**src/rtl/vna_ram.sv**
```systemverilog
`default_nettype none
module vna_ram #(
  parameter int W  = 8,
  parameter int AW = 4
) (
  input  wire logic          clk,
  input  wire logic          we,
  input  wire logic [AW-1:0] waddr,
  input  wire logic [W-1:0]  wdata,
  input  wire logic          re,
  input  wire logic [AW-1:0] raddr,
  output logic      [W-1:0]  rdata
);
  localparam int DEPTH = 1 << AW;

  logic [W-1:0] mem [DEPTH];

  always_ff @(posedge clk) begin
    if (we) begin
      mem[waddr] <= wdata;
    end
    if (re) begin
      rdata <= mem[raddr];
    end
  end
endmodule
`default_nettype wire

```
**config.mk**
```make
export PLATFORM = sky130hd
export DESIGN_NAME = vna_ram
export DESIGN_NICKNAME = d
export VERILOG_FILES = /design/src/rtl/vna_ram.sv
export SDC_FILE = /design/constraint.sdc
export NUM_CORES = 1
export LEC_CHECK = 0
export ABC_AREA = 1
export BUFFER_PORTS_ARGS = -buffer_cell sky130_fd_sc_hd__buf_2
export CAP_MARGIN = 20
export CORE_MARGIN = 2
export CORE_UTILIZATION = 40
export CTS_CLUSTER_DIAMETER = 100
export DETAILED_ROUTE_END_ITERATION = 10
export GPL_ROUTABILITY_DRIVEN = 0
export SLEW_MARGIN = 0
export SYNTH_ARGS = -nofsm -noshare
export SYNTH_HDL_FRONTEND = slang
export SYNTH_SLANG_ARGS = --single-unit
```
**constraint.sdc**
```tcl
create_clock -name clk -period 1.1 [get_ports clk]
set_input_delay 0 -clock clk [delete_from_list [all_inputs] [get_ports clk]]
set_output_delay 0 -clock clk [all_outputs]
set_load 0.05 [all_outputs]
```
======== After elaboration in Yosys (flattened, before gate mapping) ========
Memories as Yosys holds them, arrays and structs flattened. A register that Yosys moved wholly into a read port is not among the register bits.
Cells that the tools add are included.
word-level totals
  register bits ........................... 0
  word-level logic and storage cells ...... 3
  memories ................................ 1
  output and inout port bits .............. 8
  bits in writable memories ............... 128
  bits of input ports ..................... 19
operators by class
  mux-type cells .......................... 2
memory list
  memory  words  width  rd ports  clocked after memory_dff  wr ports  RTL line  source
  mem     16     8      1         1                         1         16        logic [W-1:0] mem [DEPTH];
operators by type and width
  cell               number
  1-bit two-way mux  2

======== Longest topological paths before layout ========
  depth after elaboration ................. 2
  mapped depth ............................ 8

======== Worst setup path after synthesis ========
Ideal clock, no wire load.
  path kind ............................... in2reg
  start point ............................. input port waddr[2]
  end point ............................... memory mem[10][0], enable pin
  arrival ................................. 0.581 ns
  buffers on the path ..................... 0
  library setup time ...................... 0.370 ns
  data required time ...................... 0.730 ns
  stages .................................. 2
  path slack .............................. 0.149 ns
  cells stage by stage .................... nand3b_1 > nor2_1
RTL lines
  element          RTL line  source
  start, declared  8         input wire logic [AW-1:0] waddr,
  end, declared    16
No word-level cell before the write port.

==> results.md <==
* P&R area growth vs syn at 21.7%
* CP Capture Type: register
* First-pass GRT wire length at 20.1 mm
* Vias in the first global route at 3804
* Worst EP required at 1.27 ns
* Cell Rows at 44
* Seq cells post-synth at 136
* Core area at 14400 µm²
* Top cells by area, synth: edfxtp_1, nand2_1, nand3_1
* Drt total wl at 12.9 mm
* Yosys Warn Count at 0
* Synth Cell Area at 5850 µm²
* Input/output buffers at 26
* Multi-input logic area at 1400 µm²
* Slew Limit Fails at 0
* Setup CP Type: reg -> reg
* Initial Util at 40.5%
* Max VDD drop at 1.25 mV
* H-tree depth at 4
* Final Cell Area at 7120 µm²
* Clock skew at 0.00913 ns
* Yosys cell types at 11
* Most used DFF post-synth: edfxtp_1
* Post-synth EDFFs at 136
* Syn Area/Cell at 10.6 µm²
* RSZ-0062 raised after global routing: true
* Fin crit period at 1.08 ns
* Period utilization at 98.0%
* Worst slew pin tran at 0.398 ns
* Via-to-Cell Ratio at 4.80
* Placed Instance Area at 6350 µm²
* Fmax at 928 MHz
* Filler cells at 1319
* CTS Buf Count at 17
* DRT Pass-1 Iters at 5
* # clock sinks at 136
* Finished Layout Cells at 807
* Die X at 125 µm
* Largest net degree at the start of global routing at 59
* Worst skew pair latency at 0.42 ns
* Static leakage at 3.08 nW
* Root buffer cell: clkbuf_16
* Full die area at 15600 µm²
* Critical Path Start Type: register
* Layout cells sized above 1 at 19.9%
* Mapped Cells at 551
* Status: finished clean
* Clock slew seen by the registers of the worst setup and hold paths at 0.06 ns
* Sequential area share after synthesis at 69.8%
* Synth cell count leaders: nand2_1, edfxtp_1, inv_1
* Final setup TNS at 0 ns
* Total number of vias at 3873
* Syn Nets at 570
* Ant diodes at 0
* Synth area leader: edfxtp_1
* Classification of the worst-slack hold path: in -> reg
* Total track usage at 17.4%
* Count leader, synth: nand2_1
* Pwr Density at 1680 nW/µm²
* FFs w/ async S/R, synth at 0%
* Post-CTS setup buffers at 0
* Iter 0 DRT Violations at 227
* I/O Pins at 27
* DIE HEIGHT at 125 µm
* CTS tree: done
* Final Hold Vio Count at 0
* Worst-path fanout max at 1
* CTS max path bufs at 2
* Seq. cell area at 4080 µm²
* Post-DP HPWL at 8.16 mm
* Initial antenna violation count at 0
* Fin nets at 629
* Cells after DPL at 771
* Routed wire length per instance at 15.9 µm
* Crit path DAT at 1.25 ns
* Final ANT Viol Nets at 0
* Max_cap viols at 0
* Yosys top cell area share at 69.8%
* Max-slew headroom at 73.4%
* Setup violators final at 0
* Gr ovfl total at 0
* # DRC at 0
worst max-delay path: stages (launching register included):
cell and delay [ns]:
edfxtp_1 0.36, inv_1 0.06, nand2_1 0.05, nand3_2 0.09
nand3_2 0.09, nand3_2 0.11, nand2_1 0.06
path summary, 6_finish.rpt:
kind              cells past startpoint  slack [ns]  startpoint        end
setup / recovery                      6        0.02   mem[1][3]   rdata[3]
hold / removal                        1       0.009    wdata[2]  mem[8][2]
setup reg to reg                      6        0.02   mem[1][3]   rdata[3]
hold reg to reg                       6        0.72  mem[10][0]   rdata[0]
routing by layer:
layer  vias up  global-route usage, %  wire, µm
met5         -                      0         0
met4         0                   6.73       272
met3        18                   4.64       745
met2       105                   27.9      6160
met1      1850                   22.8      5690
li1       1900                      -         -
sequential cells by signal, summed over array words and instances, names as in the netlist:
register  cells
mem         128
rdata         8
report_power, final:
part	leakage, nW	switching (mW)	internal (mW)
Combinational	1.57	0.621	0.279
Sequential	1.24	0.0286	5.84
Clock	0.268	1.94	3.26
cell usage in the layout (no fill, tap or decap):
master | netlist | final
nand2_1 | 173 | 170
edfxtp_1 | 136 | 136
inv_1 | 100 | 100
nand3_1 | 97 | 63
nand3_2 | 0 | 33
buf_4 | 4 | 30
buf_2 | 13 | 26
nor2_1 | 17 | 17
clkbuf_16 | 0 | 17
clkinv_1 | 0 | 5
clkinv_2 | 0 | 5
dlygate4sd3_1 | 0 | 4
buf_12 | 0 | 4
nand2_2 | 0 | 3
inv_2 | 2 | 2
nand3b_1 | 2 | 2
clkbuf_1 | 0 | 2
bufinv_16 | 0 | 2
nand3_4 | 0 | 1
clkinvlp_4 | 0 | 1
final cells by class:
| cell class | count | area share [%] |
|---|---|---|
| multi-input cells | 289 | 19.7 |
| flip-flops and latches | 136 | 57.4 |
| inverters | 102 | 5.38 |
| repair buffers | 64 | 6.68 |
| clock inverters | 13 | 1.56 |
| well taps | 184 | 3.24 |
| clock buffers | 19 | 6.08 |
through the flow:
step	util (%)	setup slack (ns)	total power, mW	hold slack, ns
global placement	44.0	-0.158	6.80	0.356
CTS	48.3	0.00410	12.0	0.00791
finish	49.3	0.0222	12.0	0.00886
detailed placement	44.0	-0.193	6.81	0.367
global route	49.3	-0.0466	12.4	0.0172
floorplan	-	0.149	6.47	0.0989
logic make-up after synthesis:
kind of cell,synth area share [%]
buffers and inverters,9.39
and+or+nand+nor,20.8
DFF,69.8
repair_timing:
action,CTS,global route
pin swaps,0,22
resized for setup,6,32
endpoints found under the hold margin,44,0
cloned,0,0
hold buffers,4,0
setup endpoints to repair,5,8
(Power assumes the default switching activity.)
