===== src/rtl/vna_pkg.sv =====
`default_nettype none
package vna_pkg;

  localparam int MAX_VERTICES = 1024;
  localparam int VIDX_W       = $clog2(MAX_VERTICES);
  localparam int POS_W        = 24;
  localparam int DIFF_W       = POS_W + 1;
  localparam int PROD_W       = 2 * DIFF_W;
  localparam int CROSS_W      = PROD_W + 1;
  localparam int ACC_W        = 56;
  localparam int NRM_W        = 16;
  localparam int MAG_W        = 40;
  localparam int HALF_W       = MAG_W / 2;
  localparam int SQ_W         = 2 * MAG_W;
  localparam int SUM_W        = SQ_W + 2;
  localparam int KBIT_W       = 17;
  localparam int SRCH_W       = SUM_W + 2 * (KBIT_W - 1) + 3;
  localparam int SCALE_SH     = 32;

  typedef enum logic [1:0] {
    OP_LOAD = 2'd0,
    OP_TRI  = 2'd1,
    OP_READ = 2'd2
  } op_t;

  typedef struct packed {
    logic signed [POS_W-1:0] z;
    logic signed [POS_W-1:0] y;
    logic signed [POS_W-1:0] x;
  } pos_t;

  typedef struct packed {
    logic signed [ACC_W-1:0] z;
    logic signed [ACC_W-1:0] y;
    logic signed [ACC_W-1:0] x;
  } acc_t;

  typedef struct packed {
    logic signed [CROSS_W-1:0] z;
    logic signed [CROSS_W-1:0] y;
    logic signed [CROSS_W-1:0] x;
  } cross_t;

  typedef struct packed {
    logic signed [NRM_W-1:0] x;
    logic signed [NRM_W-1:0] y;
    logic signed [NRM_W-1:0] z;
    logic                    zero;
  } nres_t;

  typedef enum logic [3:0] {
    ST_CLEAR,
    ST_IDLE,
    ST_TRI_RA,
    ST_TRI_RB,
    ST_TRI_RC,
    ST_TRI_CAP,
    ST_TRI_MUL,
    ST_ACC_RD,
    ST_ACC_WR,
    ST_RD_REQ,
    ST_RD_CAP,
    ST_RD_NORM,
    ST_RD_OUT
  } vna_state_t;

  typedef enum logic [2:0] {
    N_IDLE,
    N_SHIFT,
    N_SQ,
    N_SUM,
    N_INIT,
    N_CAND,
    N_CMP,
    N_DONE
  } nrm_state_t;

  // saturating accumulate, overflow seen as disagreeing top bits
  function automatic logic signed [ACC_W-1:0] sat_add(
    input logic signed [ACC_W-1:0]   a,
    input logic signed [CROSS_W-1:0] c
  );
    logic signed [ACC_W:0] s;
    s = {a[ACC_W-1], a} + {{(ACC_W + 1 - CROSS_W){c[CROSS_W-1]}}, c};
    if (s[ACC_W] != s[ACC_W-1]) begin
      sat_add = s[ACC_W] ? {1'b1, {(ACC_W-1){1'b0}}} : {1'b0, {(ACC_W-1){1'b1}}};
    end else begin
      sat_add = s[ACC_W-1:0];
    end
  endfunction

endpackage
`default_nettype wire


===== src/rtl/vna_cross.sv =====
`default_nettype none
module vna_cross (
  input  wire logic           clk,
  input  wire logic           rst_n,
  input  wire logic           start,
  input  wire vna_pkg::pos_t  p0,
  input  wire vna_pkg::pos_t  p1,
  input  wire vna_pkg::pos_t  p2,
  output logic                done,
  output vna_pkg::cross_t     cross_out
);
  import vna_pkg::*;

  logic signed [DIFF_W-1:0] ux_r, uy_r, uz_r, wx_r, wy_r, wz_r;
  logic                     busy_r;
  logic [2:0]               iss_r;
  logic                     pv_r;
  logic [2:0]               tag_r;
  logic signed [PROD_W-1:0] prod_r, first_r;
  logic signed [DIFF_W-1:0] ma, mb;
  logic                     done_r;
  cross_t                   cross_r;

  // six products, paired into the three components
  always_comb begin
    case (iss_r)
      3'd0:    begin ma = uy_r; mb = wz_r; end
      3'd1:    begin ma = uz_r; mb = wy_r; end
      3'd2:    begin ma = uz_r; mb = wx_r; end
      3'd3:    begin ma = ux_r; mb = wz_r; end
      3'd4:    begin ma = ux_r; mb = wy_r; end
      3'd5:    begin ma = uy_r; mb = wx_r; end
      default: begin ma = '0;   mb = '0;   end
    endcase
  end

  always_ff @(posedge clk) begin
    if (!rst_n) begin
      busy_r <= 1'b0;
      pv_r   <= 1'b0;
      done_r <= 1'b0;
      iss_r  <= '0;
    end else begin
      done_r <= 1'b0;
      pv_r   <= busy_r;
      if (start) begin
        busy_r <= 1'b1;
        iss_r  <= '0;
      end else if (busy_r) begin
        if (iss_r == 3'd5) begin
          busy_r <= 1'b0;
        end
        iss_r <= iss_r + 3'd1;
      end
      if (pv_r && tag_r == 3'd5) begin
        done_r <= 1'b1;
      end
    end
  end

  always_ff @(posedge clk) begin
    if (start) begin
      ux_r <= DIFF_W'(p1.x) - DIFF_W'(p0.x);
      uy_r <= DIFF_W'(p1.y) - DIFF_W'(p0.y);
      uz_r <= DIFF_W'(p1.z) - DIFF_W'(p0.z);
      wx_r <= DIFF_W'(p2.x) - DIFF_W'(p0.x);
      wy_r <= DIFF_W'(p2.y) - DIFF_W'(p0.y);
      wz_r <= DIFF_W'(p2.z) - DIFF_W'(p0.z);
    end
    prod_r <= ma * mb;
    tag_r  <= iss_r;
    if (pv_r) begin
      if (!tag_r[0]) begin
        first_r <= prod_r;
      end else begin
        case (tag_r[2:1])
          2'd0:    cross_r.x <= CROSS_W'(first_r) - CROSS_W'(prod_r);
          2'd1:    cross_r.y <= CROSS_W'(first_r) - CROSS_W'(prod_r);
          default: cross_r.z <= CROSS_W'(first_r) - CROSS_W'(prod_r);
        endcase
      end
    end
  end

  assign done      = done_r;
  assign cross_out = cross_r;
endmodule
`default_nettype wire


===== config.mk =====
export PLATFORM = sky130hd
export DESIGN_NAME = vna_cross
export DESIGN_NICKNAME = d
export VERILOG_FILES = /design/src/rtl/vna_pkg.sv /design/src/rtl/vna_cross.sv
export SDC_FILE = /design/constraint.sdc
export NUM_CORES = 2
export LEC_CHECK = 0
export BUFFER_PORTS_ARGS = -buffer_cell sky130_fd_sc_hd__buf_4
export CAP_MARGIN = 10
export CORE_MARGIN = 2
export CORE_UTILIZATION = 65
export DETAILED_ROUTE_END_ITERATION = 16
export GPL_TIMING_DRIVEN = 0
export PLACE_DENSITY = 0.9
export REMOVE_ABC_BUFFERS = 1
export SLEW_MARGIN = 20
export SYNTH_ARGS = -nofsm -noshare
export SYNTH_HDL_FRONTEND = slang
export SYNTH_SLANG_ARGS = --single-unit
export TNS_END_PERCENT = 10

===== constraint.sdc =====
create_clock -name clk -period 14.9 [get_ports clk]
set_input_delay 2.98 -clock clk [delete_from_list [all_inputs] [get_ports clk]]
set_output_delay 2.98 -clock clk [all_outputs]
set_load 0.01 [all_outputs]

======== Word level (Yosys, flattened, before mapping) ========
Index checks and enable logic that the tools add are counted.
W data, S select, Z words.
storage, ports and cells
  bits in registers ....................... 412
  bits in latches ......................... 0
  RAM bits ................................ 0
  bits in read-only memories .............. 0
  bits of input ports ..................... 219
  word-level logic and storage cells ...... 56
  memories kept ........................... 0
operators by class
  add/sub/neg operators ................... 8
  multipliers ............................. 1
  divide/modulo/power cells ............... 0
  $lt $le $gt $ge ......................... 0
  equal/unequal tests ..................... 7
  shift-type cells ........................ 0
  multiplexer cells ....................... 6
  bitwise gates (word level) .............. 3
  reductions and logical operators ........ 15
operator list
  cell                   count
  $pmux W25 S3           2
  $sub A24 B24 Y25       6
  $sub A50 B50 Y51       1
  $mul A25 B25 Y50       1
  $reduce_or A2 Y1       8
  $eq A3 B3 Y1 const B   3
  $reduce_and A3 Y1      3
  $eq A3 B2 Y1 const B   2
  $mux W1                4
  $add A3 B1 Y3 const B  1
  $eq A3 B1 Y1 const B   1
  $logic_not A3 Y1       1
  $not A1 Y1             3
  $eq A2 B1 Y1 const B   1
  $logic_not A2 Y1       1
  $reduce_and A2 Y1      1
  $logic_and A1 B1 Y1    1

======== Depth between registers and ports, before layout ========
  depth in word-level cells ............... 4
  gate-level depth with buffers ........... 37
  gate-level depth less buffers ........... 33

======== Worst setup path after synthesis ========
No wires, ideal clock.
  path kind ............................... register -> register
  start point ............................. register iss_r[2]
  end point ............................... register prod_r[42]
  library setup time ...................... 123 ps
  arrival time ............................ 8271 ps
  required time ........................... 14777 ps
  path slack .............................. 6506 ps
  cell stages (with the launch flop) ...... 36
  buffers on the path ..................... 5
  period minus slack after synthesis ...... 8394 ps
  cells stage by stage .................... dfxtp_1 clkbuf_1 inv_2 ha_1 nand2b_1 clkbuf_1 clkbuf_1 a22oi_1 and2_1 clkbuf_1 buf_1 nor2_1 fa_1 fa_1 inv_1 fa_1 inv_1 fa_1 inv_1 fa_1 inv_1 fa_1 inv_1 fa_1 inv_1 ha_1 a2111oi_0 o21ai_1 o21ai_0 o31ai_1 o211a_1 o41ai_2 o31ai_2 a221oi_2 o21ai_1 xor2_1
on the way
  longest elaborated chain between the ends .. 4
RTL lines
  what                                  line             text
  start: declaration                    vna_cross.sv:16  logic [2:0] iss_r;
  start signal: assignment              vna_cross.sv:53  iss_r <= iss_r + 3'd1;
  $eq A3 B3 Y1 (tied with other cells)  vna_cross.sv:26  case (iss_r)
  $reduce_or A2 Y1 (no line)            n/a
  $pmux W25 S3                          vna_cross.sv:26
  $mul A25 B25 Y50 *                    vna_cross.sv:70  prod_r <= ma * mb;
  end signal: assignment                vna_cross.sv:70
  end: declaration                      vna_cross.sv:19  logic signed [PROD_W-1:0] prod_r, first_r;
Mark *: on every way between the ends. The rest lies on a longest branch, timed or not.
A chain may end at the register's enable or synchronous reset.

======== Worst setup path after layout ========
Ends and elaborated chain as after synthesis.

==> run_summary.xml <==
<?xml version="1.0" encoding="UTF-8"?>
<metrics>
  <group name="run_status">
    <metric name="run_status" unit="">complete, no violations</metric>
  </group>
  <group name="critical_path">
    <metric name="worst_setup_path_end_kind" unit="">flip-flop</metric>
    <metric name="critical_path_required" unit="ps">15380</metric>
    <metric name="kind_of_critical_path" unit="">flip-flop to flip-flop</metric>
    <metric name="cp_data_arrival_time" unit="ps">10950</metric>
    <metric name="worstPathBufferInverterCount" unit="">9</metric>
    <metric name="top_cell_by_count_worst_path" unit="">sky130_fd_sc_hd__fa_1</metric>
    <metric name="path_delay_family" unit="">adder cells</metric>
    <metric name="timing.critical_path.fanout_max" unit="">25</metric>
    <metric name="critPathLaunchType" unit="">flip-flop</metric>
    <metric name="slowest_stage" unit="">sky130_fd_sc_hd__a222oi_1</metric>
    <metric name="timing.critical_path.slowest_cell_delay" unit="ps">940</metric>
  </group>
  <group name="logic_synthesis">
    <metric name="number_of_enable_flip_flop_cells_after_synthesis" unit="">353</metric>
    <metric name="synth_cell_type_count" unit="">81</metric>
    <metric name="synth.top_cell.area_share" unit="">0.2993</metric>
    <metric name="ys_seq_elements" unit="">412</metric>
    <metric name="synth_warnings" unit="">0</metric>
    <metric name="yosys_most_used_dff" unit="">sky130_fd_sc_hd__edfxtp_1</metric>
    <metric name="post_synth.cell_area_avg" unit="µm²">9.893</metric>
    <metric name="mappedNetlistArea" unit="µm²">44480</metric>
    <metric name="synth-seq-area-share" unit="">0.2649</metric>
    <metric name="postSynthCellCount" unit="">4496</metric>
    <metric name="post_synth_main_area_contributors" unit="">sky130_fd_sc_hd__fa_1 (30%), sky130_fd_sc_hd__edfxtp_1 (24%), sky130_fd_sc_hd__ha_1 (9.6%)</metric>
    <metric name="async_reset_ff_frac" unit="">0</metric>
    <metric name="synthDominantAreaCellType" unit="">sky130_fd_sc_hd__fa_1</metric>
  </group>
  <group name="timing">
    <metric name="final_layout_worst_hold_slack" unit="ps">419.5</metric>
    <metric name="clock_skew" unit="ps">29.88</metric>
    <metric name="fmaxAchievable" unit="GHz">0.09549</metric>
    <metric name="layout_worst_path_cycle_share" unit="">0.7028</metric>
    <metric name="final_critical_path_setup_slack" unit="ps">4428</metric>
    <metric name="number_of_endpoints_failing_setup_at_the_final_stage" unit="">0</metric>
    <metric name="setup_total_negative_slack" unit="ps">0</metric>
    <metric name="slew_headroom" unit="">0.1852</metric>
    <metric name="setup_repair_after_global_routing_missed_its_margin" unit="">no</metric>
    <metric name="finalMaxSlewViolations" unit="">0</metric>
    <metric name="minimum_clock_period_after_layout" unit="ps">10470</metric>
    <metric name="worst_pin_slew" unit="ps">1222</metric>
    <metric name="final-hold-violation-count" unit="">0</metric>
  </group>
  <group name="cells_and_area">
    <metric name="flow.area_growth_from_synthesis" unit="%">11.71</metric>
    <metric name="largest_register_ff_count" unit="">153</metric>
    <metric name="final_core_utilization" unit="">0.7360</metric>
    <metric name="final_nets" unit="">6034</metric>
    <metric name="fillerInstances" unit="">4480</metric>
    <metric name="diodes" unit="">0</metric>
    <metric name="layout.cells.most_common" unit="">sky130_fd_sc_hd__inv_1</metric>
    <metric name="layout_common_cells" unit="">sky130_fd_sc_hd__inv_1 (879), sky130_fd_sc_hd__fa_1 (665), sky130_fd_sc_hd__nand2_1 (534), sky130_fd_sc_hd__nor2_1 (395), sky130_fd_sc_hd__buf_4 (382)</metric>
    <metric name="drive_above_1_share" unit="">0.1049</metric>
  </group>
  <group name="run">
    <metric name="cap_violations" unit="">0</metric>
  </group>
  <group name="floorplanning">
    <metric name="fp-row-count" unit="">95</metric>
    <metric name="initial_utilization" unit="">0.6588</metric>
    <metric name="die_h" unit="µm">265.6</metric>
    <metric name="chipWidth" unit="µm">265.6</metric>
    <metric name="fp.coreArea" unit="µm²">67510</metric>
    <metric name="die_area" unit="µm²">70540</metric>
    <metric name="design.portCount" unit="">373</metric>
  </group>
  <group name="route">
    <metric name="route.antenna.remaining_nets" unit="">0</metric>
    <metric name="route.final.wire_length" unit="mm">120.6</metric>
    <metric name="first_pass_iters" unit="">9</metric>
    <metric name="route.vias.total" unit="">34300</metric>
    <metric name="detailedRoute.firstIterationViolations" unit="">3487</metric>
    <metric name="detail_route.vias_per_cell" unit="">5.999</metric>
    <metric name="drc" unit="">0</metric>
    <metric name="wire_per_inst" unit="µm">21.09</metric>
  </group>
  <group name="grt">
    <metric name="grt_max_degree" unit="">81</metric>
    <metric name="global_route.usage.total" unit="">0.3503</metric>
    <metric name="overflow" unit="">0</metric>
    <metric name="via_count_of_the_first_global_routing_pass" unit="">36480</metric>
    <metric name="antenna_found_initial" unit="">1</metric>
    <metric name="grt_pass1_wl" unit="mm">190.7</metric>
  </group>
  <group name="clock_tree">
    <metric name="worstSkewPairLatency" unit="ps">600</metric>
    <metric name="cts_buffers" unit="">43</metric>
    <metric name="cts.clk_slew.worst_paths" unit="ps">60</metric>
    <metric name="cts.root.buffer_cell" unit="">sky130_fd_sc_hd__clkbuf_16</metric>
    <metric name="cts_repair_resize_count" unit="">0</metric>
    <metric name="cts_tree" unit="">yes</metric>
    <metric name="clkSinkCount" unit="">412</metric>
    <metric name="cts_buffer_depth" unit="">3</metric>
    <metric name="cts_hold_buffers" unit="">0</metric>
    <metric name="ctsHtreeMaxLevel" unit="">2</metric>
    <metric name="cts.repair_timing.setup_buffer_count" unit="">0</metric>
  </group>
  <group name="hold_path">
    <metric name="hold_crit_class" unit="">flip-flop to flip-flop</metric>
  </group>
  <group name="place">
    <metric name="post-place-ws" unit="ps">4202</metric>
    <metric name="hpwlAfterDp" unit="mm">95.12</metric>
    <metric name="port-buffer-count" unit="">372</metric>
    <metric name="place.gp.congestion" unit="">0.9923</metric>
  </group>
</metrics>
-- logic make-up (layout without fill, tap and decap cells) --
kind of cell	after synthesis	in the layout	share of synthesized area
AND/OR/NAND/NOR	1207	1207	0.1166
buffers and inverters	1011	1360	0.08532
adder cells (fa/ha/maj)	1005	1005	0.3949
AO/OA/AOI/OAI	646	646	0.09587
flip-flops	412	412	0.2649
XOR/XNOR	213	213	0.04194
multiplexers	2	2	0.0004501
-- worst register-to-register path, delay by kind of cell, from the launching register on --
kind                       cells  cell delay [ps]
and+or+nand+nor                2              560
buffers and inverters          9             1010
xor gates and xnor gates       1              160
adders and majority gates      9             4340
AOI/OAI and AO/OA             10             3580
DFF                            1              700
-- final cells by class --
type | instances | area (µm²) | area share
repair buffers | 399 | 3087 | 0.06212
flip-flops and latches | 412 | 11780 | 0.2371
well taps | 873 | 1092 | 0.02198
clock inverters | 21 | 244.0 | 0.004910
multi-input cells | 3073 | 28980 | 0.5832
clock buffers | 59 | 1199 | 0.02412
inverters | 881 | 3307 | 0.06655
-- Yosys cell counts (4+ instances only) --
master                      instances
sky130_fd_sc_hd__o31a_1             7
sky130_fd_sc_hd__a21boi_0           5
sky130_fd_sc_hd__inv_1            879
sky130_fd_sc_hd__a211oi_1          22
sky130_fd_sc_hd__o21a_1            53
sky130_fd_sc_hd__o2111ai_1          4
sky130_fd_sc_hd__a31oi_1           20
sky130_fd_sc_hd__or2_2             14
sky130_fd_sc_hd__nand3b_1           4
sky130_fd_sc_hd__or3_1              7
sky130_fd_sc_hd__and4_1             6
sky130_fd_sc_hd__nand2_1          534
sky130_fd_sc_hd__a21o_1            82
sky130_fd_sc_hd__nand2b_1          33
sky130_fd_sc_hd__o21ai_0           84
sky130_fd_sc_hd__a311o_1            5
sky130_fd_sc_hd__ha_1             340
sky130_fd_sc_hd__nand3_1           34
sky130_fd_sc_hd__clkbuf_1         126
sky130_fd_sc_hd__nand4_1           13
sky130_fd_sc_hd__xor2_1            54
sky130_fd_sc_hd__a21oi_1          176
sky130_fd_sc_hd__nor2_1           395
sky130_fd_sc_hd__o21bai_1          22
sky130_fd_sc_hd__buf_1              4
sky130_fd_sc_hd__edfxtp_1         353
sky130_fd_sc_hd__nor2b_1           42
sky130_fd_sc_hd__a41o_1             4
sky130_fd_sc_hd__and2_1            53
sky130_fd_sc_hd__and3_1            20
sky130_fd_sc_hd__xnor2_1          159
sky130_fd_sc_hd__o31ai_1            7
sky130_fd_sc_hd__a22oi_1           48
sky130_fd_sc_hd__o211ai_1          10
sky130_fd_sc_hd__a211o_1            9
sky130_fd_sc_hd__nor3_1            36
sky130_fd_sc_hd__o21ai_1           32
sky130_fd_sc_hd__dfxtp_1           59
sky130_fd_sc_hd__a31o_2             8
sky130_fd_sc_hd__fa_1             665
-- per-layer routing --
layer  global-route usage  wire (µm)  up-vias
li1                     -          -    14990
met1               0.4287      43640    16590
met2               0.5695      55970     2131
met3              0.08897      12850      587
met4               0.1988       8093        2
met5                    0         13        -
-- metrics by stage --
stage | instances | area, µm²
after floorplan | 4366 | 43990
after global placement | 5611 | 47880
after detailed placement | 5637 | 48230
after CTS | 5717 | 49670
after global routing | 5718 | 49690
final | 5718 | 49690
-- path summary, 6_finish.rpt --
path | end | startpoint | depth (start not counted) | slack [ps]
hold reg to reg | tag_r[1] | iss_r[1] | 0 | 420
setup reg to reg | prod_r[42] | iss_r[2] | 31 | 4430
hold / removal | tag_r[1] | iss_r[1] | 0 | 420
setup / recovery | prod_r[42] | iss_r[2] | 31 | 4430
Power is left out: the tool's default activity adds up to more than one toggle a clock period on the data nets, which glitch-free logic cannot reach.
