--- src/rtl/vna_pkg.sv ---
`default_nettype none
package vna_pkg;

  localparam int MAX_VERTICES = 1024;
  localparam int VIDX_W       = $clog2(MAX_VERTICES);
  localparam int POS_W        = 24;
  localparam int DIFF_W       = POS_W + 1;
  localparam int PROD_W       = 2 * DIFF_W;
  localparam int CROSS_W      = PROD_W + 1;
  localparam int ACC_W        = 56;
  localparam int NRM_W        = 16;
  localparam int MAG_W        = 40;
  localparam int HALF_W       = MAG_W / 2;
  localparam int SQ_W         = 2 * MAG_W;
  localparam int SUM_W        = SQ_W + 2;
  localparam int KBIT_W       = 17;
  localparam int SRCH_W       = SUM_W + 2 * (KBIT_W - 1) + 3;
  localparam int SCALE_SH     = 32;

  typedef enum logic [1:0] {
    OP_LOAD = 2'd0,
    OP_TRI  = 2'd1,
    OP_READ = 2'd2
  } op_t;

  typedef struct packed {
    logic signed [POS_W-1:0] z;
    logic signed [POS_W-1:0] y;
    logic signed [POS_W-1:0] x;
  } pos_t;

  typedef struct packed {
    logic signed [ACC_W-1:0] z;
    logic signed [ACC_W-1:0] y;
    logic signed [ACC_W-1:0] x;
  } acc_t;

  typedef struct packed {
    logic signed [CROSS_W-1:0] z;
    logic signed [CROSS_W-1:0] y;
    logic signed [CROSS_W-1:0] x;
  } cross_t;

  typedef struct packed {
    logic signed [NRM_W-1:0] x;
    logic signed [NRM_W-1:0] y;
    logic signed [NRM_W-1:0] z;
    logic                    zero;
  } nres_t;

  typedef enum logic [3:0] {
    ST_CLEAR,
    ST_IDLE,
    ST_TRI_RA,
    ST_TRI_RB,
    ST_TRI_RC,
    ST_TRI_CAP,
    ST_TRI_MUL,
    ST_ACC_RD,
    ST_ACC_WR,
    ST_RD_REQ,
    ST_RD_CAP,
    ST_RD_NORM,
    ST_RD_OUT
  } vna_state_t;

  typedef enum logic [2:0] {
    N_IDLE,
    N_SHIFT,
    N_SQ,
    N_SUM,
    N_INIT,
    N_CAND,
    N_CMP,
    N_DONE
  } nrm_state_t;

  // saturating accumulate, overflow seen as disagreeing top bits
  function automatic logic signed [ACC_W-1:0] sat_add(
    input logic signed [ACC_W-1:0]   a,
    input logic signed [CROSS_W-1:0] c
  );
    logic signed [ACC_W:0] s;
    s = {a[ACC_W-1], a} + {{(ACC_W + 1 - CROSS_W){c[CROSS_W-1]}}, c};
    if (s[ACC_W] != s[ACC_W-1]) begin
      sat_add = s[ACC_W] ? {1'b1, {(ACC_W-1){1'b0}}} : {1'b0, {(ACC_W-1){1'b1}}};
    end else begin
      sat_add = s[ACC_W-1:0];
    end
  endfunction

endpackage
`default_nettype wire

--- src/rtl/vna_norm.sv ---
`default_nettype none
module vna_norm (
  input  wire logic          clk,
  input  wire logic          rst_n,
  input  wire logic          start,
  input  wire vna_pkg::acc_t acc,
  output logic               done,
  output vna_pkg::nres_t     res
);
  import vna_pkg::*;

  nrm_state_t state_r, state_nxt;

  logic [ACC_W-1:0]        mag_r [3];
  logic [2:0]              neg_r;
  logic [SQ_W-1:0]         sq_r [3];
  logic [SUM_W-1:0]        s_r;
  logic [SRCH_W-1:0]       p_r, qs_r, ss_r, cand_r;
  logic [KBIT_W-1:0]       k_r;
  logic [4:0]              j_r;
  logic [1:0]              c_r;
  logic [1:0]              comp_r, part_r, pcomp_r, ppart_r;
  logic                    iss_done_r, pv_r;
  logic [2*HALF_W-1:0]     prod_r;
  logic signed [NRM_W-1:0] nrm_r [3];
  logic                    zero_r;

  logic [MAG_W-1:0]        mcur;
  logic [HALF_W-1:0]       ma, mb;
  logic [SQ_W-1:0]         sq_add;
  logic                    big;
  logic [SRCH_W-1:0]       y2;
  logic                    take;
  logic [KBIT_W-1:0]       k_fin;
  logic [KBIT_W:0]         r_full;
  logic [KBIT_W-1:0]       r_val;
  logic signed [NRM_W-1:0] q15;

  assign big = (|mag_r[0][ACC_W-1:MAG_W]) | (|mag_r[1][ACC_W-1:MAG_W])
             | (|mag_r[2][ACC_W-1:MAG_W]);

  // square of a 40-bit magnitude from three half-width products
  always_comb begin
    mcur = mag_r[comp_r][MAG_W-1:0];
    case (part_r)
      2'd0:    begin ma = mcur[HALF_W-1:0];     mb = mcur[HALF_W-1:0]; end
      2'd1:    begin ma = mcur[MAG_W-1:HALF_W]; mb = mcur[HALF_W-1:0]; end
      default: begin ma = mcur[MAG_W-1:HALF_W]; mb = mcur[MAG_W-1:HALF_W]; end
    endcase
    case (ppart_r)
      2'd0:    sq_add = SQ_W'(prod_r);
      2'd1:    sq_add = SQ_W'(prod_r) << (HALF_W + 1);
      default: sq_add = SQ_W'(prod_r) << MAG_W;
    endcase
  end

  // largest k with k*k*S <= 2^32*m*m, output is (k+1)/2
  always_comb begin
    y2     = SRCH_W'({sq_r[c_r], {SCALE_SH{1'b0}}});
    take   = (cand_r <= y2);
    k_fin  = take ? (k_r | (KBIT_W'(1) << j_r)) : k_r;
    r_full = ({1'b0, k_fin} + (KBIT_W + 1)'(1)) >> 1;
    r_val  = r_full[KBIT_W-1:0];
    if (neg_r[c_r]) begin
      q15 = NRM_W'(~r_val + KBIT_W'(1));
    end else if (r_val > KBIT_W'(32767)) begin
      q15 = NRM_W'(32767);
    end else begin
      q15 = r_val[NRM_W-1:0];
    end
  end

  always_comb begin
    state_nxt = state_r;
    unique case (state_r)
      N_IDLE:  if (start) begin
        state_nxt = (acc == '0) ? N_DONE : N_SHIFT;
      end
      N_SHIFT: if (!big) state_nxt = N_SQ;
      N_SQ:    if (pv_r && pcomp_r == 2'd2 && ppart_r == 2'd2) state_nxt = N_SUM;
      N_SUM:   state_nxt = N_INIT;
      N_INIT:  state_nxt = N_CAND;
      N_CAND:  state_nxt = N_CMP;
      N_CMP:   begin
        if (j_r != 5'd0) state_nxt = N_CAND;
        else if (c_r == 2'd2) state_nxt = N_DONE;
        else state_nxt = N_INIT;
      end
      N_DONE:  state_nxt = N_IDLE;
      default: state_nxt = N_IDLE;
    endcase
  end

  always_ff @(posedge clk) begin
    if (!rst_n) begin
      state_r <= N_IDLE;
    end else begin
      state_r <= state_nxt;
    end
  end

  always_ff @(posedge clk) begin
    prod_r  <= ma * mb;
    pcomp_r <= comp_r;
    ppart_r <= part_r;
    pv_r    <= 1'b0;
    unique case (state_r)
      N_IDLE: if (start) begin
        neg_r  <= {acc.z[ACC_W-1], acc.y[ACC_W-1], acc.x[ACC_W-1]};
        mag_r[0] <= acc.x[ACC_W-1] ? ACC_W'(-acc.x) : ACC_W'(acc.x);
        mag_r[1] <= acc.y[ACC_W-1] ? ACC_W'(-acc.y) : ACC_W'(acc.y);
        mag_r[2] <= acc.z[ACC_W-1] ? ACC_W'(-acc.z) : ACC_W'(acc.z);
        zero_r <= (acc == '0);
        nrm_r[0] <= '0;
        nrm_r[1] <= '0;
        nrm_r[2] <= '0;
      end
      N_SHIFT: begin
        if (big) begin
          mag_r[0] <= mag_r[0] >> 1;
          mag_r[1] <= mag_r[1] >> 1;
          mag_r[2] <= mag_r[2] >> 1;
        end else begin
          comp_r     <= '0;
          part_r     <= '0;
          iss_done_r <= 1'b0;
          sq_r[0]    <= '0;
          sq_r[1]    <= '0;
          sq_r[2]    <= '0;
        end
      end
      N_SQ: begin
        pv_r <= !iss_done_r;
        if (!iss_done_r) begin
          if (part_r == 2'd2) begin
            part_r <= '0;
            if (comp_r == 2'd2) iss_done_r <= 1'b1;
            else comp_r <= comp_r + 2'd1;
          end else begin
            part_r <= part_r + 2'd1;
          end
        end
        if (pv_r) begin
          sq_r[pcomp_r] <= sq_r[pcomp_r] + sq_add;
        end
      end
      N_SUM: begin
        s_r <= SUM_W'(sq_r[0]) + SUM_W'(sq_r[1]) + SUM_W'(sq_r[2]);
        c_r <= '0;
      end
      N_INIT: begin
        p_r  <= '0;
        qs_r <= '0;
        ss_r <= SRCH_W'({s_r, {SCALE_SH{1'b0}}});
        k_r  <= '0;
        j_r  <= 5'(KBIT_W - 1);
      end
      N_CAND: cand_r <= p_r + qs_r + ss_r;
      N_CMP: begin
        if (take) begin
          p_r  <= cand_r;
          qs_r <= (qs_r >> 1) + ss_r;
        end else begin
          qs_r <= qs_r >> 1;
        end
        ss_r <= ss_r >> 2;
        k_r  <= k_fin;
        j_r  <= j_r - 5'd1;
        if (j_r == 5'd0) begin
          nrm_r[c_r] <= q15;
          c_r        <= c_r + 2'd1;
        end
      end
      N_DONE:  ;
      default: ;
    endcase
  end

  assign done     = (state_r == N_DONE);
  assign res.x    = nrm_r[0];
  assign res.y    = nrm_r[1];
  assign res.z    = nrm_r[2];
  assign res.zero = zero_r;
endmodule
`default_nettype wire

--- config.mk ---
export PLATFORM = sky130hd
export DESIGN_NAME = vna_norm
export DESIGN_NICKNAME = d
export VERILOG_FILES = /design/src/rtl/vna_pkg.sv /design/src/rtl/vna_norm.sv
export SDC_FILE = /design/constraint.sdc
export NUM_CORES = 2
export LEC_CHECK = 0
export BUFFER_PORTS_ARGS = -buffer_cell sky130_fd_sc_hd__buf_2
export CAP_MARGIN = 20
export CORE_MARGIN = 2
export CORE_UTILIZATION = 47
export CTS_CLUSTER_DIAMETER = 60
export CTS_CLUSTER_SIZE = 12
export DETAILED_ROUTE_END_ITERATION = 10
export PLACE_DENSITY = 0.75
export SYNTH_ARGS = -nofsm -noshare
export SYNTH_HDL_FRONTEND = slang
export SYNTH_SLANG_ARGS = --single-unit
--- constraint.sdc ---
create_clock -name clk -period 21.6 [get_ports clk]
set_input_delay 4.32 -clock clk [delete_from_list [all_inputs] [get_ports clk]]
set_output_delay 4.32 -clock clk [all_outputs]
set_load 0.02 [all_outputs]
Word-level counts from Yosys, hierarchy flattened
Memory sizes are Yosys's and may differ from the RTL's. A register that Yosys moved wholly into a read port is not among the register bits.
Index checks and enable logic that the tools add are counted.
{"block": "word_totals", "in_bits": 171, "mem_count": 3, "register_bits": 631, "ram_bits": 456}
{"memory": "sq_r", "words": 3, "width": 80, "read_ports": 5, "rd_clocked_by_memory_dff": 2, "wr": 3, "line_no": "vna_norm.sv:16", "rtl": "logic [SQ_W-1:0] sq_r [3];"}
{"memory": "mag_r", "words": 3, "width": 56, "read_ports": 4, "rd_clocked_by_memory_dff": 1, "wr": 3, "line_no": "vna_norm.sv:14", "rtl": "logic [ACC_W-1:0] mag_r [3];"}
{"memory": "nrm_r", "words": 3, "width": 16, "read_ports": 3, "rd_clocked_by_memory_dff": 0, "wr": 3, "line_no": "vna_norm.sv:25", "rtl": "logic signed [NRM_W-1:0] nrm_r [3];"}
{"block": "classes", "n_reduce_logical": 25, "n_eq_ne": 22, "n_bitwise": 7, "mux": 66, "add_sub_neg": 15, "order_cmp": 3, "multipliers": 1, "shifts": 1}
{"operator": "117-bit one-hot mux with 2 select lines", "count": 3}
{"operator": "56-bit 2-to-1 mux", "count": 6}
{"operator": "117-bit adder", "count": 2}
{"operator": "117-bit 2-to-1 mux", "count": 2}
{"operator": "168-bit zero test", "count": 1}
{"operator": "56-bit negation", "count": 3}
{"operator": "80-bit one-hot mux with 2 select lines", "count": 1}
{"operator": "116-bit by 117-bit adder with 117-bit output", "count": 1}
{"operator": "117-bit by 112-bit less-or-equal comparator with 1-bit output", "count": 1}
{"operator": "81-bit by 80-bit adder with 82-bit output", "count": 1}
{"operator": "80-bit by 80-bit adder with 81-bit output", "count": 1}
{"operator": "80-bit adder", "count": 1}
{"operator": "80-bit 2-to-1 mux", "count": 1}
{"operator": "80-bit OR reduction", "count": 1}
{"operator": "16-bit OR reduction", "count": 4}
{"operator": "16-bit 2-to-1 mux", "count": 3}
{"operator": "20-bit by 20-bit multiplier with 40-bit output", "count": 1}
{"operator": "20-bit 2-to-1 mux", "count": 2}
{"operator": "17-bit one-hot mux with 2 select lines", "count": 1}
{"operator": "2-bit 2-to-1 mux", "count": 13}
{"operator": "3-bit one-hot mux with 8 select lines", "count": 1}
{"operator": "1-bit 2-to-1 mux", "count": 22}
{"operator": "17-bit by 1-bit adder with 18-bit output, second input constant", "count": 1}
{"operator": "17-bit by 15-bit greater-than comparator with 1-bit output, second input constant", "count": 1}
{"operator": "other kinds (31)", "count": 66}

Logic depth before layout (Yosys ltp)
{"block": "logic_depth", "depth_word": 8, "ltp_mapped": 37}

Worst setup path before layout
Ideal clock, no wire load.
{"block": "synth_path", "path_kind": "reg2reg", "from": "register state_r[2]", "to": "register p_r[0], enable pin", "setup_time_ns": 0.771, "path_slack_ns": 4.341, "arrival_ns": 16.489, "path_stages_with_launch": 5, "synth_period_minus_slack_ns": 17.259, "path_buffers": 2, "t_required_ns": 20.829, "cell_sequence": "dfxtp_1 nor2b_1 clkbuf_1 clkbuf_1 a21boi_0"}
{"block": "synth_between", "elab_chain_len": 3, "elab_cells_between_ends": 5, "cone_classes": "eq/ne (3); reduce/logical (2)"}
{"item": "start, declared", "line_no": "vna_norm.sv:12", "rtl": "nrm_state_t state_r, state_nxt;"}
{"item": "start signal, assigned", "line_no": "vna_norm.sv:98", "rtl": "state_r <= state_nxt;"}
{"item": "3-bit == test", "line_no": "vna_norm.sv:107", "rtl": "unique case (state_r)"}
{"item": "2-bit != test (no source line) / 2-bit nonzero test (equally long branches)"}
{"item": "2-bit AND reduction (no source line) (*)"}
{"item": "end signal, assigned", "line_no": "vna_norm.sv:161", "rtl": "p_r <= cand_r;"}
{"item": "end, declared", "line_no": "vna_norm.sv:18", "rtl": "logic [SRCH_W-1:0] p_r, qs_r, ss_r, cand_r;"}
Mark *: on every way between the ends. The rest lies on a longest branch, timed or not.
A chain may end at the register's enable or synchronous reset.

Final worst setup path
{"block": "layout_path", "from": "register part_r[0]", "to": "register prod_r[39]"}
{"block": "layout_between", "elab_chain_len": 4, "elab_cells_between_ends": 6, "cone_classes": "mul (1); eq/ne (1); mux (2); reduce/logical (2)"}
{"item": "start, declared", "line_no": "vna_norm.sv:22", "rtl": "logic [1:0] comp_r, part_r, pcomp_r, ppart_r;"}
{"item": "start signal, assigned", "line_no": "vna_norm.sv:140", "rtl": "part_r <= part_r + 2'd1;"}
{"item": "2-bit by 1-bit == test with 1-bit output / 2-bit zero test (equally long branches)", "line_no": "vna_norm.sv:45", "rtl": "case (part_r)"}
{"item": "2-bit OR reduction (no source line)"}
{"item": "20-bit 2-to-1 mux", "line_no": "vna_norm.sv:45"}
{"item": "20-bit by 20-bit multiplier with 40-bit output (*)", "line_no": "vna_norm.sv:103", "rtl": "prod_r <= ma * mb;"}
{"item": "end signal, assigned", "line_no": "vna_norm.sv:103"}
{"item": "end, declared", "line_no": "vna_norm.sv:24", "rtl": "logic [2*HALF_W-1:0] prod_r;"}
Marks and branches as above.

==> impl_metrics.env <==
export IMPL_reg2regPathDepth=31
export IMPL_fin_skew_ns=0.0566
export IMPL_vias=73000
export IMPL_tightest_slew_ns=1.23
export IMPL_postCtsSetupBuffers=0
export IMPL_synth_seq_cells=1168
export IMPL_start_util_pct=47.3
export IMPL_yosys_warnings=0
export IMPL_cp_max_fo=13
export IMPL_dieArea_um2=202000
export IMPL_drc=0
export IMPL_path_common_cell="inv_1"
export IMPL_synth_cells=9232
export IMPL_synth_area_um2=93200
export IMPL_num_io_pins=221
export IMPL_ys_seq_area_share_pct=37.1
export IMPL_drive_gt1_share_pct=8.74
export IMPL_slew_violations=0
export IMPL_arrival_ns=11.02
export IMPL_grt_max_degree=181
export IMPL_clockBufferDepth=3
export IMPL_hold_depth=0
export IMPL_antenna_found_initial=11
export IMPL_die_x_um=449
export IMPL_vias_per_cell=6.06
export IMPL_yosysTopAreaCell="edfxtp_1"
export IMPL_synth_area_leaders="edfxtp_1 36%, fa_1 11%, ha_1 8.6%"
export IMPL_hpwl_um=212000
export IMPL_place_gp_congestion=1.02
export IMPL_relSlewSlack_pct=16.0
export IMPL_dr_pass1_iters=8
export IMPL_fin_crit_ns=10.31
export IMPL_grt_pass1_wl_um=429000
export IMPL_rrSetupSlack_ns=11.29
export IMPL_cts_root_buf="clkbuf_16"
export IMPL_synth_edf_count=1116
export IMPL_tns_ns=0
export IMPL_nets=10600
export IMPL_r2r_start="part_r[0]$_SDFFCE_PN0P_"
export IMPL_cp_startpoint="part_r[0]$_SDFFCE_PN0P_"
export IMPL_cap_violations=0
export IMPL_routedWlPerCell_um=23.4
export IMPL_wirelength_um=281000
export IMPL_ctsResizeCount=0
export IMPL_final_hold_viol_count=0
export IMPL_syn_avg_cell_area_um2=10.1
export IMPL_gr_usage_all_layers_pct=27.3
export IMPL_rsz0062_at_grt="no"
export IMPL_cts_sinks=1168
export IMPL_cp_end_kind="register"
export IMPL_rows=163
export IMPL_hp_start="comp_r[0]$_DFFE_PP_"
export IMPL_ys_flop_type="edfxtp_1"
export IMPL_required_ns=22.31
export IMPL_rr_endpoint="prod_r[39]$_DFF_P_"
export IMPL_synthArstFlopShare_pct=0
export IMPL_synth_most_common_cell="edfxtp_1"
export IMPL_detail_route_antenna_nets=0
export IMPL_core_area_um2=197000
export IMPL_final_util_pct=51.5
export IMPL_first_global_vias=72800
export IMPL_die_y_um=449
export IMPL_synth_top_cells_by_count="1116 x edfxtp_1, 1040 x nor2_1, 889 x nand2_1, 777 x a21oi_1, 670 x inv_1"
export IMPL_insertion_delay_ns=0.82
export IMPL_cts_hold_buf=0
export IMPL_syn_nets=10600
export IMPL_path_class="register to register"
export IMPL_overflow=0
export IMPL_finalCritPeriodShare_pct=47.7
export IMPL_portBuffers=220
export IMPL_start_kind="register"
export IMPL_synth_top_area_share_pct=36.0
export IMPL_nFillCells=17300
export IMPL_max_stage_delay_ns=1.03
export IMPL_status="complete, no violations"
export IMPL_htreeDepth=4
export IMPL_drt_iter0_drc=7675
export IMPL_hold_end="pcomp_r[0]$_DFF_P_"
export IMPL_path_clk_slew_ns=0.06
export IMPL_fmax_mhz=97.0
export IMPL_crit_slowest_cell="mux2i_1"
export IMPL_hp_class="register to register"
export IMPL_cts_buffers_inserted=137
export IMPL_synth_cell_types=91
export IMPL_syn2layout_area_growth_pct=8.92
export IMPL_finalSetupViolCount=0
export IMPL_cts_tree="built"
==> routing by layer <==
| metal | up-vias | track usage, % | part of all wire (%) |
|---|---|---|---|
| li1 | 33200 | - | - |
| met1 | 35800 | 34.0 | 38 |
| met2 | 3398 | 45.8 | 48 |
| met3 | 647 | 4.38 | 7.9 |
| met4 | 8 | 14.4 | 6.1 |
| met5 | - | 0 | 0.020 |
==> how the worst max path moves through the flow <==
stage	endpoint	slack, ns	cells past startpoint
floorplan	p_r[0]$_SDFFCE_PN0P_	4.34	4
global placement	prod_r[39]$_DFF_P_	11.20	32
detailed placement	prod_r[39]$_DFF_P_	11.09	33
CTS	prod_r[39]$_DFF_P_	11.05	33
global route	prod_r[39]$_DFF_P_	10.97	31
finish	prod_r[39]$_DFF_P_	11.29	31
==> sequential cells by signal, indices dropped and copies added, names as in the netlist, named ones only <==
signal / flops
state_r: 3
ss_r: 114
ppart_r: 2
sq_r: 320
s_r: 82
zero_r: 1
j_r: 5
mag_r: 168
p_r: 117
nrm_r: 48
neg_r: 3
pcomp_r: 2
prod_r: 40
pv_r: 1
part_r: 2
c_r: 2
cand_r: 117
k_r: 17
comp_r: 2
iss_done_r: 1
qs_r: 117
==> placed cells by master, fill, tap and decap left out, types with 108 or more instances in the layout <==
| cell | count |
|---|---|
| clkbuf_16 | 139 |
| a21o_1 | 284 |
| edfxtp_1 | 1116 |
| mux4_2 | 160 |
| ha_1 | 638 |
| nand2_1 | 882 |
| xor2_1 | 319 |
| buf_2 | 222 |
| nor2_1 | 1034 |
| and3_1 | 202 |
| nand3_1 | 167 |
| o21ai_0 | 314 |
| inv_1 | 670 |
| a21oi_1 | 777 |
| fa_1 | 518 |
| nor3_1 | 108 |
| xnor2_1 | 266 |
==> through the flow <==
stage / area [um^2] / std cells / hold WS, ns / setup WS [ns]
final: 102000 / 12000 / 0.397 / 11.29
after CTS: 101000 / 12000 / 0.403 / 11.05
after floorplan: 93200 / 9232 / 0.370 / 4.34
after global placement: 97000 / 11800 / 0.383 / 11.20
after global routing: 102000 / 12000 / 0.418 / 10.97
after detailed placement: 97000 / 11800 / 0.390 / 11.09
==> cells by family (layout without fill, tap and decap cells) <==
family          Yosys count  in the layout  share of synthesized area (%)
compound gates         2008           2008                           13.5
fa+ha+maj              1156           1156                           19.7
mux                     290            290                           5.31
other cells               0              9                              0
simple gates           2970           2970                           14.6
buf+inv                1055           1209                           4.27
xor+xnor                585            585                           5.50
flops                  1168           1168                           37.1
==> worst max-delay path, delay by kind of cell (launching register included) <==
| family | cells | cell delay [ns] |
|---|---|---|
| AOI/OAI and AO/OA | 10 | 2.74 |
| xor gates and xnor gates | 1 | 0.14 |
| adders and majority gates | 9 | 4.67 |
| buffers and inverters | 8 | 0.93 |
| DFF | 1 | 0.43 |
| muxes | 1 | 1.03 |
| and+or+nand+nor | 2 | 0.26 |
==> final cells by class <==
class / instances / area (um^2) / share of cell area (%)
multi-input cells: 7009 / 54800 / 54.0
diodes: 9 / 22.5 / 0.0222
well taps: 2640 / 3300 / 3.25
flip-flops and latches: 1168 / 34600 / 34.1
repair buffers: 313 / 1920 / 1.89
inverters: 671 / 2520 / 2.48
clock buffers: 156 / 3550 / 3.50
clock inverters: 69 / 813 / 0.801
Power is not shown: default switching activity piles up to over one toggle a cycle in this logic, so the estimate is an artifact.
